**src/hdl/aosma_pkg.sv**
```systemverilog
// shared types, widths and register codes for the accel offset/scale moving average
`default_nettype none

package aosma_pkg;

  localparam int RAW_W      = 16;
  localparam int AVG_W      = 16;
  localparam int GAIN_W     = 20;
  localparam int DIFF_W     = RAW_W + 1;
  localparam int PROD_W     = DIFF_W + GAIN_W + 1;
  localparam int FRAC_W     = 16;
  localparam int CFG_IDX_W  = 3;
  localparam int CFG_DATA_W = 20;

  localparam int WINDOW_DEPTH_DEF = 16;
  localparam int WINDOW_SHIFT_DEF = 4;

  localparam int AVG_MAX = 32767;
  localparam int AVG_MIN = -32768;

  localparam logic [GAIN_W-1:0] GAIN_RESET = GAIN_W'(4000);
  localparam logic signed [PROD_W-1:0] ROUND_HALF = PROD_W'(1) <<< (FRAC_W - 1);

  typedef enum logic [CFG_IDX_W-1:0] {
    REG_OFFSET_X = 3'd0,
    REG_OFFSET_Y = 3'd1,
    REG_OFFSET_Z = 3'd2,
    REG_GAIN     = 3'd3
  } reg_idx_t;

  typedef struct packed {
    logic signed [RAW_W-1:0] raw_x;
    logic signed [RAW_W-1:0] raw_y;
    logic signed [RAW_W-1:0] raw_z;
  } sample_t;

  typedef struct packed {
    logic signed [AVG_W-1:0] avg_x;
    logic signed [AVG_W-1:0] avg_y;
    logic signed [AVG_W-1:0] avg_z;
  } result_t;

  typedef struct packed {
    logic load1;
    logic load2;
    logic load3;
    logic commit;
  } lane_ctl_t;

endpackage

`default_nettype wire

```
**src/hdl/aosma_lane.sv**
```systemverilog
// one axis lane: offset, gain, rounding, ring and running sum
`default_nettype none

module aosma_lane import aosma_pkg::*; #(
  parameter int WINDOW_DEPTH = WINDOW_DEPTH_DEF,
  parameter int WINDOW_SHIFT = WINDOW_SHIFT_DEF,
  localparam int SLOT_W = $clog2(WINDOW_DEPTH),
  localparam int SUM_W  = AVG_W + SLOT_W + 1
) (
  input  wire logic                    clk,
  input  wire logic                    rst,
  input  wire lane_ctl_t               ctl,
  input  wire logic [SLOT_W-1:0]       slot_rd,
  input  wire logic [SLOT_W-1:0]       slot_wr,
  input  wire logic signed [RAW_W-1:0] raw,
  input  wire logic signed [RAW_W-1:0] offset,
  input  wire logic [GAIN_W-1:0]       gain,
  output logic signed [AVG_W-1:0]      avg
);

  logic signed [DIFF_W-1:0] diff;
  logic signed [DIFF_W-1:0] diff_next;
  logic signed [PROD_W-1:0] prod;
  logic signed [PROD_W-1:0] prod_next;
  logic signed [PROD_W-1:0] rounded;
  logic signed [PROD_W-1:0] scaled;
  logic signed [AVG_W-1:0]  cal;
  logic signed [AVG_W-1:0]  cal_next;
  logic signed [AVG_W-1:0]  old;
  logic signed [SUM_W-1:0]  sum;
  logic signed [SUM_W-1:0]  sum_next;
  logic signed [SUM_W-1:0]  shifted;
  logic signed [AVG_W-1:0]  ring [WINDOW_DEPTH];
  logic [WINDOW_DEPTH-1:0]  filled;

  assign diff_next = DIFF_W'(raw) - DIFF_W'(offset);
  assign prod_next = PROD_W'(diff) * PROD_W'($signed({1'b0, gain}));

  // round half up, then clamp to 16 bits
  assign rounded = prod + ROUND_HALF;
  assign scaled  = rounded >>> FRAC_W;

  always_comb begin
    if (scaled > $signed(PROD_W'(AVG_MAX))) begin
      cal_next = AVG_W'(AVG_MAX);
    end else if (scaled < $signed(PROD_W'(AVG_MIN))) begin
      cal_next = AVG_W'(AVG_MIN);
    end else begin
      cal_next = scaled[AVG_W-1:0];
    end
  end

  assign sum_next = sum - SUM_W'(old) + SUM_W'(cal);
  assign shifted  = sum_next >>> WINDOW_SHIFT;

  always_comb begin
    if (shifted > $signed(SUM_W'(AVG_MAX))) begin
      avg = AVG_W'(AVG_MAX);
    end else if (shifted < $signed(SUM_W'(AVG_MIN))) begin
      avg = AVG_W'(AVG_MIN);
    end else begin
      avg = shifted[AVG_W-1:0];
    end
  end

  always_ff @(posedge clk) begin
    if (ctl.load1) begin
      diff <= diff_next;
    end
    if (ctl.load2) begin
      prod <= prod_next;
    end
    if (ctl.load3) begin
      cal <= cal_next;
      old <= filled[slot_rd] ? ring[slot_rd] : '0;
    end
  end

  always_ff @(posedge clk) begin
    if (ctl.commit) begin
      ring[slot_wr] <= cal;
    end
  end

  always_ff @(posedge clk) begin
    if (rst) begin
      sum    <= '0;
      filled <= '0;
    end else if (ctl.commit) begin
      sum             <= sum_next;
      filled[slot_wr] <= 1'b1;
    end
  end

endmodule

`default_nettype wire

```
**src/hdl/aosma_ctrl.sv**
```systemverilog
// pipeline occupancy, handshake and ring slot tracking shared by the lanes
`default_nettype none

module aosma_ctrl import aosma_pkg::*; #(
  parameter int WINDOW_DEPTH = WINDOW_DEPTH_DEF,
  localparam int SLOT_W = $clog2(WINDOW_DEPTH)
) (
  input  wire logic              clk,
  input  wire logic              rst,
  input  wire logic              sample_valid,
  output logic                   sample_stall,
  input  wire logic              result_free,
  output lane_ctl_t              ctl,
  output logic [SLOT_W-1:0]      slot_rd,
  output logic [SLOT_W-1:0]      slot_wr
);

  localparam logic [SLOT_W-1:0] SLOT_LAST = SLOT_W'(WINDOW_DEPTH - 1);

  logic              v1;
  logic              v2;
  logic              v3;
  logic              r1;
  logic              r2;
  logic              r3;
  logic [SLOT_W-1:0] slot0;
  logic [SLOT_W-1:0] slot0_next;
  logic [SLOT_W-1:0] slot1;
  logic [SLOT_W-1:0] slot2;
  logic [SLOT_W-1:0] slot3;

  // a stage takes a new request when empty or when it hands its own on
  assign r3 = !v3 || result_free;
  assign r2 = !v2 || r3;
  assign r1 = !v1 || r2;

  assign ctl.commit = v3 && result_free;
  assign ctl.load3  = v2 && r3;
  assign ctl.load2  = v1 && r2;
  assign ctl.load1  = sample_valid && r1;

  assign sample_stall = !r1;
  assign slot_rd      = slot2;
  assign slot_wr      = slot3;
  assign slot0_next   = (slot0 == SLOT_LAST) ? '0 : slot0 + SLOT_W'(1);

  always_ff @(posedge clk) begin
    if (rst) begin
      v1    <= 1'b0;
      v2    <= 1'b0;
      v3    <= 1'b0;
      slot0 <= '0;
    end else begin
      if (ctl.load1) begin
        v1    <= 1'b1;
        slot0 <= slot0_next;
      end else if (ctl.load2) begin
        v1 <= 1'b0;
      end
      if (ctl.load2) begin
        v2 <= 1'b1;
      end else if (ctl.load3) begin
        v2 <= 1'b0;
      end
      if (ctl.load3) begin
        v3 <= 1'b1;
      end else if (ctl.commit) begin
        v3 <= 1'b0;
      end
    end
  end

  always_ff @(posedge clk) begin
    if (ctl.load1) begin
      slot1 <= slot0;
    end
    if (ctl.load2) begin
      slot2 <= slot1;
    end
    if (ctl.load3) begin
      slot3 <= slot2;
    end
  end

  a_slot_range: assert property (@(posedge clk) disable iff (rst)
    slot0 <= SLOT_LAST)
    else $error("write slot out of range");

  a_load_fills: assert property (@(posedge clk) disable iff (rst)
    ctl.load1 |=> v1)
    else $error("accepted request lost in first stage");

  a_no_slot_clash: assert property (@(posedge clk) disable iff (rst)
    v2 && v3 |-> slot2 != slot3)
    else $error("ring read and write hit the same slot");

  a_hold_stage: assert property (@(posedge clk) disable iff (rst)
    v1 && !r2 |=> v1 && $stable(slot1))
    else $error("held stage changed");

endmodule

`default_nettype wire

```
**src/hdl/aosma_merge.sv**
```systemverilog
// merges the lane averages into the registered result request
`default_nettype none

module aosma_merge import aosma_pkg::*; (
  input  wire logic                    clk,
  input  wire logic                    rst,
  input  wire logic                    commit,
  input  wire logic signed [AVG_W-1:0] avg_x,
  input  wire logic signed [AVG_W-1:0] avg_y,
  input  wire logic signed [AVG_W-1:0] avg_z,
  output logic                         result_free,
  output logic                         result_valid,
  input  wire logic                    result_stall,
  output result_t                      result
);

  assign result_free = !result_valid || !result_stall;

  always_ff @(posedge clk) begin
    if (rst) begin
      result_valid <= 1'b0;
    end else if (commit) begin
      result_valid <= 1'b1;
    end else if (!result_stall) begin
      result_valid <= 1'b0;
    end
  end

  always_ff @(posedge clk) begin
    if (commit) begin
      result.avg_x <= avg_x;
      result.avg_y <= avg_y;
      result.avg_z <= avg_z;
    end
  end

endmodule

`default_nettype wire

```
**src/hdl/accel_offset_scale_moving_average.sv**
```systemverilog
// top level: accelerometer offset, gain and boxcar moving average
//
// sample channel: sample_valid / sample_stall carry one raw x/y/z request;
// it is taken at a clock edge with sample_valid high and sample_stall low
// result channel: result_valid / result_stall carry the windowed averages
// in milli-g; one result per sample, in order
// config channel: cfg_valid / cfg_ready with cfg_index and cfg_data; writes
// are taken every cycle and belong only in idle periods
// throughput: one sample per cycle unless stalled; three axis lanes run side
// by side, each with one multiplier stage and a ring with one read and one
// write port; samples pass the diff, prod and cal registers into the result
// reset: offsets 0, gain 4000, running sums and ring valid bits cleared,
// no clearing pass is needed
// result stall: the result register holds, the three lane stages keep taking
// samples until they are all full, then sample_stall rises
`default_nettype none

module accel_offset_scale_moving_average import aosma_pkg::*; #(
  parameter int WINDOW_DEPTH = WINDOW_DEPTH_DEF,
  parameter int WINDOW_SHIFT = WINDOW_SHIFT_DEF
) (
  input  wire logic                  clk,
  input  wire logic                  rst,
  input  wire logic                  sample_valid,
  output logic                       sample_stall,
  input  wire sample_t               sample,
  output logic                       result_valid,
  input  wire logic                  result_stall,
  output result_t                    result,
  input  wire logic                  cfg_valid,
  output logic                       cfg_ready,
  input  wire logic [CFG_IDX_W-1:0]  cfg_index,
  input  wire logic [CFG_DATA_W-1:0] cfg_data
);

  localparam int SLOT_W = $clog2(WINDOW_DEPTH);

  logic signed [RAW_W-1:0]  offset_x;
  logic signed [RAW_W-1:0]  offset_y;
  logic signed [RAW_W-1:0]  offset_z;
  logic [GAIN_W-1:0]        gain_q16;
  lane_ctl_t                ctl;
  logic [SLOT_W-1:0]        slot_rd;
  logic [SLOT_W-1:0]        slot_wr;
  logic                     result_free;
  logic signed [AVG_W-1:0]  avg_x;
  logic signed [AVG_W-1:0]  avg_y;
  logic signed [AVG_W-1:0]  avg_z;

  assign cfg_ready = 1'b1;

  always_ff @(posedge clk) begin
    if (rst) begin
      offset_x <= '0;
      offset_y <= '0;
      offset_z <= '0;
      gain_q16 <= GAIN_RESET;
    end else if (cfg_valid && cfg_ready) begin
      case (cfg_index)
        REG_OFFSET_X: begin
          offset_x <= cfg_data[RAW_W-1:0];
        end
        REG_OFFSET_Y: begin
          offset_y <= cfg_data[RAW_W-1:0];
        end
        REG_OFFSET_Z: begin
          offset_z <= cfg_data[RAW_W-1:0];
        end
        REG_GAIN: begin
          gain_q16 <= cfg_data[GAIN_W-1:0];
        end
        default: begin
        end
      endcase
    end
  end

  aosma_ctrl #(
    .WINDOW_DEPTH(WINDOW_DEPTH)
  ) u_ctrl (
    .clk         (clk),
    .rst         (rst),
    .sample_valid(sample_valid),
    .sample_stall(sample_stall),
    .result_free (result_free),
    .ctl         (ctl),
    .slot_rd     (slot_rd),
    .slot_wr     (slot_wr)
  );

  aosma_lane #(
    .WINDOW_DEPTH(WINDOW_DEPTH),
    .WINDOW_SHIFT(WINDOW_SHIFT)
  ) u_lane_x (
    .clk    (clk),
    .rst    (rst),
    .ctl    (ctl),
    .slot_rd(slot_rd),
    .slot_wr(slot_wr),
    .raw    (sample.raw_x),
    .offset (offset_x),
    .gain   (gain_q16),
    .avg    (avg_x)
  );

  aosma_lane #(
    .WINDOW_DEPTH(WINDOW_DEPTH),
    .WINDOW_SHIFT(WINDOW_SHIFT)
  ) u_lane_y (
    .clk    (clk),
    .rst    (rst),
    .ctl    (ctl),
    .slot_rd(slot_rd),
    .slot_wr(slot_wr),
    .raw    (sample.raw_y),
    .offset (offset_y),
    .gain   (gain_q16),
    .avg    (avg_y)
  );

  aosma_lane #(
    .WINDOW_DEPTH(WINDOW_DEPTH),
    .WINDOW_SHIFT(WINDOW_SHIFT)
  ) u_lane_z (
    .clk    (clk),
    .rst    (rst),
    .ctl    (ctl),
    .slot_rd(slot_rd),
    .slot_wr(slot_wr),
    .raw    (sample.raw_z),
    .offset (offset_z),
    .gain   (gain_q16),
    .avg    (avg_z)
  );

  aosma_merge u_merge (
    .clk         (clk),
    .rst         (rst),
    .commit      (ctl.commit),
    .avg_x       (avg_x),
    .avg_y       (avg_y),
    .avg_z       (avg_z),
    .result_free (result_free),
    .result_valid(result_valid),
    .result_stall(result_stall),
    .result      (result)
  );

endmodule

`default_nettype wire

```
**config.mk**
```make
export PLATFORM = sky130hd
export DESIGN_NAME = accel_offset_scale_moving_average
export DESIGN_NICKNAME = d
export VERILOG_FILES = /design/src/hdl/aosma_pkg.sv /design/src/hdl/aosma_lane.sv /design/src/hdl/aosma_ctrl.sv /design/src/hdl/aosma_merge.sv /design/src/hdl/accel_offset_scale_moving_average.sv
export SDC_FILE = /design/constraint.sdc
export NUM_CORES = 2
export LEC_CHECK = 0
export ABC_AREA = 1
export BUFFER_PORTS_ARGS = -buffer_cell sky130_fd_sc_hd__buf_2
export CAP_MARGIN = 40
export CORE_UTILIZATION = 42
export DETAILED_ROUTE_END_ITERATION = 10
export GPL_TIMING_DRIVEN = 0
export PLACE_DENSITY = 0.63
export REMOVE_ABC_BUFFERS = 1
export SETUP_SLACK_MARGIN = 0.2
export SLEW_MARGIN = 20
export SYNTH_ARGS = -nofsm -noshare
export SYNTH_HDL_FRONTEND = slang
export SYNTH_SLANG_ARGS = --single-unit
```
**constraint.sdc**
```tcl
create_clock -name clk -period 11.8 [get_ports clk]
set_clock_uncertainty 0.15 [all_clocks]
set_input_delay 1.77 -clock clk [delete_from_list [all_inputs] [get_ports clk]]
set_output_delay 1.77 -clock clk [all_outputs]
set_load 0.02 [all_outputs]
```
Yosys cells after proc, flatten, opt, wreduce, memory -nomap -nowiden --
Memory sizes are Yosys's and may differ from the RTL's. A register that Yosys moved wholly into a read port is not among the register bits. Cells that the tools add are included.
Cells by class: add/subtract/negate cells 13, multipliers 3, $lt $le $gt $ge 15, eq/ne operators 5, multiplexer cells 25, bitwise operators 3, reduce and logical (&&, ||, !) cells 26
Operator list (count):
- $add A38 B17 Y38 const B | 3
- $mul A17 B21 Y38 | 3
- $mux W16 | 6
- $gt A22 B16 Y1 const B | 3
- $lt A22 B16 Y1 const B | 3
- $add A21 B16 Y21 | 3
- $sub A21 B16 Y21 | 3
- $gt A17 B16 Y1 const B | 3
- $lt A17 B16 Y1 const B | 3
- $sub A16 B16 Y17 | 3
- $or A16 B16 Y16 | 3
- $mux W1 | 14
- $bmux W1 S4 | 3
- $lt A4 B5 Y1 const B | 2
- $logic_not A1 Y1 | 9
- $reduce_and A2 Y1 | 4
- $eq A3 B2 Y1 const B | 2
- $reduce_bool A2 Y1 | 3
- $logic_and A1 B1 Y1 | 5
- $add A4 B1 Y4 const B | 1
- $demux W1 S4 | 1
- $eq A4 B4 Y1 const B | 1
- $ge A4 B1 Y1 const B | 1
- $logic_or A1 B1 Y1 | 4
- 4 further kinds | 4
Storage, ports and cells: bits in registers 460, RAM bits 768, logic and storage cells 123, memories 3
Memories:
- u_lane_x.ring | depth 16, width 16, rd ports 1, clocked after Yosys merged registers in 1, wr ports 1, line aosma_lane.sv:33 | logic signed [AVG_W-1:0] ring [WINDOW_DEPTH];
- u_lane_y.ring | depth 16, width 16, rd ports 1, clocked after Yosys merged registers in 1, wr ports 1, line aosma_lane.sv:33
- u_lane_z.ring | depth 16, width 16, rd ports 1, clocked after Yosys merged registers in 1, wr ports 1, line aosma_lane.sv:33

Logic depth before layout (Yosys ltp) --
depth in word-level cells 7, mapped depth 29, mapped depth without buffers 27

Cells and area by module --
From an unflattened synthesis, not the netlist that was laid out.
Second synthesis, totals: cells, all modules 10499, area total of the unflattened synthesis 93225.7 µm²
Modules (own cells, without submodules):
- aosma_lane (u_lane_x) | instances 1, cells each 3338, area an instance 29701.0 µm², sequential area each 10590.2 µm²
- aosma_lane (u_lane_y) | instances 1, cells each 3334, area an instance 29295.6 µm², sequential area each 10590.2 µm²
- aosma_lane (u_lane_z) | instances 1, cells each 3308, area an instance 29210.5 µm², sequential area each 10590.2 µm²
- accel_offset_scale_moving_average | instances 1, cells each 399, area an instance 2795.2 µm², sequential area each 1361.3 µm²
- aosma_merge | instances 1, cells each 52, area an instance 1480.2 µm², sequential area each 1461.4 µm²
- aosma_ctrl | instances 1, cells each 68, area an instance 743.2 µm², sequential area each 500.5 µm²

Worst setup path after synthesis --
OpenSTA, ideal clock, no wires.
path type register -> register, start register u_lane_y.diff[2], end register u_lane_y.prod[34] (data pin), arrival time 5432 ps, data required time 11398 ps, setup slack 5965 ps, cell stages (with the launch flop) 23, cells stage by stage edfxtp_1 clkbuf_1 buf_1 nand2_1 fa_1 inv_1 fa_1 inv_1 fa_1 inv_1 fa_1 fa_1 inv_1 fa_1 inv_1 ha_1 a21oi_1 a21boi_0 o21ai_0 a21oi_1 nand2_1 nand2_1 nand2_1
On the way: longest elaborated chain between the ends 1
RTL lines:
- start, declared | line aosma_lane.sv:21 | logic signed [DIFF_W-1:0] diff;
- start signal, assigned | line aosma_lane.sv:68 | diff <= diff_next;
- $mul A17 B21 Y38 | line aosma_lane.sv:37 | assign prod_next = PROD_W'(diff) * PROD_W'($signed({1'b0, gain}));
- named net u_lane_y.prod_next[34] | line aosma_lane.sv:24 | logic signed [PROD_W-1:0] prod_next;
- end signal, assigned | line aosma_lane.sv:71 | prod <= prod_next;
- end, declared | line aosma_lane.sv:23 | logic signed [PROD_W-1:0] prod;
The timed path passes the listed nets, and every way through them passes these cells. A chain may end at the register's enable or synchronous reset.

Final worst setup path --
start register u_lane_y.diff[16], end register u_lane_y.prod[30] (data pin)
The elaborated chain is that of the path after synthesis.

==> key figures <==
Outcome
  – Status: finished clean

Drt
  – Via count: between 60,000 and 70,000
  – Via-to-Cell Ratio: 5.08
  – Final ANT Viol Nets: 0
  – Routed wire length: 241 mm
  – DR iter-0 viols: ~4,800
  – DR pass1 iterations: 7
  – DR WL/cell: between 15 and 20 µm
  – DRC viols: 0

Setup path
  – Crit-path max FO: 12
  – Setup CP Type: flip-flop to flip-flop
  – Data required, critical path: 12,170 ps
  – Data arrival, critical path: 7060 ps
  – Worst path buffer plus inverter count: 3
  – Max incr delay on CP: 770 ps
  – CP top delay family: adder cells
  – CP Capture Type: flip-flop
  – CP cell instances: inv_1 > nor2_1 > fa_1 > fa_1 > fa_1 > fa_1 > fa_1 > inv_1 > fa_1 > inv_1 > ha_1 > a21oi_1 > a21boi_0 > o21ai_0 > a31oi_1 > nand2_1 > nand2_1 > nand2_1
  – Startpoint Class: flip-flop
  – Worst path slowest cell: edfxtp_1
  – Crit path top cell by count: fa_1

Finish
  – Final instance area: 103,000 µm²
  – Area delta synth->final: 11.2%
  – Layout cell share with drive strength beyond 1: 0.0589
  – Filler instances: 20,537
  – Nets: roughly 12,000

Place
  – DP Area: 98,200 µm²
  – RePlAce Congestion: 0.909
  – # port buffers: 125
  – Worst slack at placement: 5280 ps
  – DP Wirelength: 176 mm

STA
  – Slew margin rel.: 0.386
  – Min Tclk post-route: between 6000 and 7000 ps
  – Setup TNS: 0 ps
  – Worst-margin pin slew: 921 ps
  – Slew Viols, Final: 0
  – Final setup viols: 0
  – Final WS setup: ~5100 ps
  – Crit share post-route: 0.568
  – Final hold violations: 0
  – Highest Clock Rate: roughly 0.15 GHz
  – Unrepaired setup endpoints after global routing: no

Power
  – Internal power: about 0.013 W
  – Pwr Total: 0.0265 W
  – Clk pwr share: 0.166
  – VDD IR max: 0.482 mV
  – Seq pwr share: 0.216
  – Switch Pwr: ~0.013 W
  – Switching Share: 0.495
  – PD cells: 257 nW/µm²
  – Comb pwr share: 0.618
  – P_leak: 49.9 nW

Yosys
  – Post-synthesis sequential area ratio: 0.379
  – YS warnings: 0
  – Yosys cell types: between 50 and 60
  – Mean Syn Cell Area: 9.04 µm²
  – Most frequent cells after synthesis: 2,499 x inv_1, 2,100 x nand2_1, 1,044 x edfxtp_1
  – Most used DFF post-synth: edfxtp_1
  – Synth async-reset ratio: 0
  – Post-synth top area share: 0.338
  – Register bit total from synthesis: roughly 1,200
  – Most frequent cell after synthesis: inv_1
  – Number of synthesized flops with an enable pin: 1,044
  – Top post-synthesis cells by area: edfxtp_1 34%, fa_1 19%, inv_1 10%
  – Cell taking the most area after synthesis: edfxtp_1
  – Post-Synthesis Cell Area: 92,700 µm²
  – Post-synthesis cell count: between 10,000 and 15,000

Die
  – Number of I/O pins: 127
  – Die Area: between 200,000 and 250,000 µm²
  – Core footprint: 220,000 µm²
  – Die width: 472 µm
  – Die outline height: 472 µm
  – Site row count: 172
  – Initial core utilization: 0.422

Clocking
  – Hold_buf cts: 0
  – H-tree depth: 4
  – CTS buffer count: around 140
  – Clock sinks: 1,231
  – Post-CTS Repair Setup Buffers: 0
  – Root Driver: clkbuf_16
  – Clk buf depth: 3
  – Clock-pin slew on the worst setup and hold paths: ~60 ps
  – Post-CTS sizing: 0
  – Worst skew pair latency: 800 ps
  – CTS tree: built

Run
  – Number of max-cap violations: 0

GRT
  – First-pass GRT wire length: ~380 mm
  – Initial antenna violation count: 1
  – GRT Total Usage: 0.218
  – Gr ovfl total: 0
  – Largest net degree at the start of global routing: 95
  – Vias in the first global route: 69,543

Hold path
  – Type of the worst min-delay path: flip-flop to flip-flop
==> metrics by stage <==
stage,hold WS [ps],util,std cells
floorplan,250,-,9832
global placement,251,0.433,12828
detailed placement,257,0.447,12978
CTS,238,0.469,13232
global route,250,0.470,13246
finish,245,0.470,13247
==> power groups by stage <==
stage / logic, W / clock network [W] / registers (W)
detailed placement: 0.0161 / 0 / 0.00584
finish: 0.0164 / 0.00440 / 0.00573
global route: 0.0186 / 0.00466 / 0.00575
floorplan: 0.0111 / 0 / 0.00579
global placement: 0.0158 / 0 / 0.00599
CTS: 0.0162 / 0.00449 / 0.00575
==> area by class of cell <==
cell class	count	area, µm²	area share
Tap cell	2871	3590	0.0348
Clock buffer	166	3640	0.0353
Inverter	2508	9470	0.0918
Multi-Input combinational cell	6093	46400	0.450
Antenna cell	1	2.50	0.0000243
Clock inverter	88	1060	0.0103
Sequential cell	1231	35200	0.341
Timing Repair Buffer	289	3780	0.0367
==> flip-flops by register name, summed over array words and instances, names as in the netlist, 17 cells and up <==
signal / count
u_lane_z.sum: 21
u_lane_x.prod: 23
u_lane_z.prod: 23
u_lane_z.diff: 17
u_lane_z.ring: 256
u_lane_x.diff: 17
u_merge.result: 48
u_lane_x.sum: 21
u_lane_y.prod: 23
u_lane_y.diff: 17
u_lane_y.sum: 21
u_lane_y.ring: 256
gain_q16: 20
u_lane_x.ring: 256
==> worst paths after layout <==
path	start	endpoint	slack (ps)	cells after the start
worst max-delay path	u_lane_y.diff[16]$_DFFE_PP_	u_lane_y.prod[30]$_DFFE_PP_	5100	18
worst min-delay path	u_ctrl.slot1[1]$_DFFE_PP_	u_ctrl.slot_rd[1]$_DFFE_PP_	250	0
worst max register to register	u_lane_y.diff[16]$_DFFE_PP_	u_lane_y.prod[30]$_DFFE_PP_	5100	18
worst min register to register	u_ctrl.slot1[1]$_DFFE_PP_	u_ctrl.slot_rd[1]$_DFFE_PP_	250	0
==> placed cells by master, fill, tap and decap left out, drive strengths merged, types with 5 or more instances in the layout <==
master / instances
inv: 2519
nand2: 2128
edfxtp: 1044
fa: 867
o21ai: 680
a21oi: 584
ha: 505
nor2: 471
buf: 289
nand3: 194
dfxtp: 187
mux2i: 174
clkbuf: 166
xor2: 128
o211ai: 64
clkinv: 54
nor3: 47
nand4: 46
xnor2: 41
o21bai: 31
o22ai: 25
a21o: 17
a21boi: 16
o221ai: 15
a31oi: 14
bufinv: 14
nor4: 13
o21a: 11
clkinvlp: 9
and2: 5
nand3b: 5
==> logic make-up (layout without fill, tap and decap cells) <==
kind of cell | after synthesis | in the layout | synth area share
compound gates | 1463 | 1463 | 0.0842
xor+xnor | 169 | 169 | 0.0162
fa+ha+maj | 1372 | 1372 | 0.255
buf+inv | 2932 | 3051 | 0.121
flops | 1231 | 1231 | 0.379
mux | 174 | 174 | 0.0188
other cells | 1 | 2 | 0.0000404
simple gates | 2914 | 2914 | 0.125
==> per-layer routing <==
layer	routed length (µm)	part of all wire	track usage	up-vias
met3	15000	0.062	0.0311	442
li1	-	-	-	31843
met2	114000	0.47	0.365	2120
met4	8430	0.035	0.0763	0
met5	0	0	0	-
met1	104000	0.43	0.288	32906
Power figures use the tool's default switching activity.
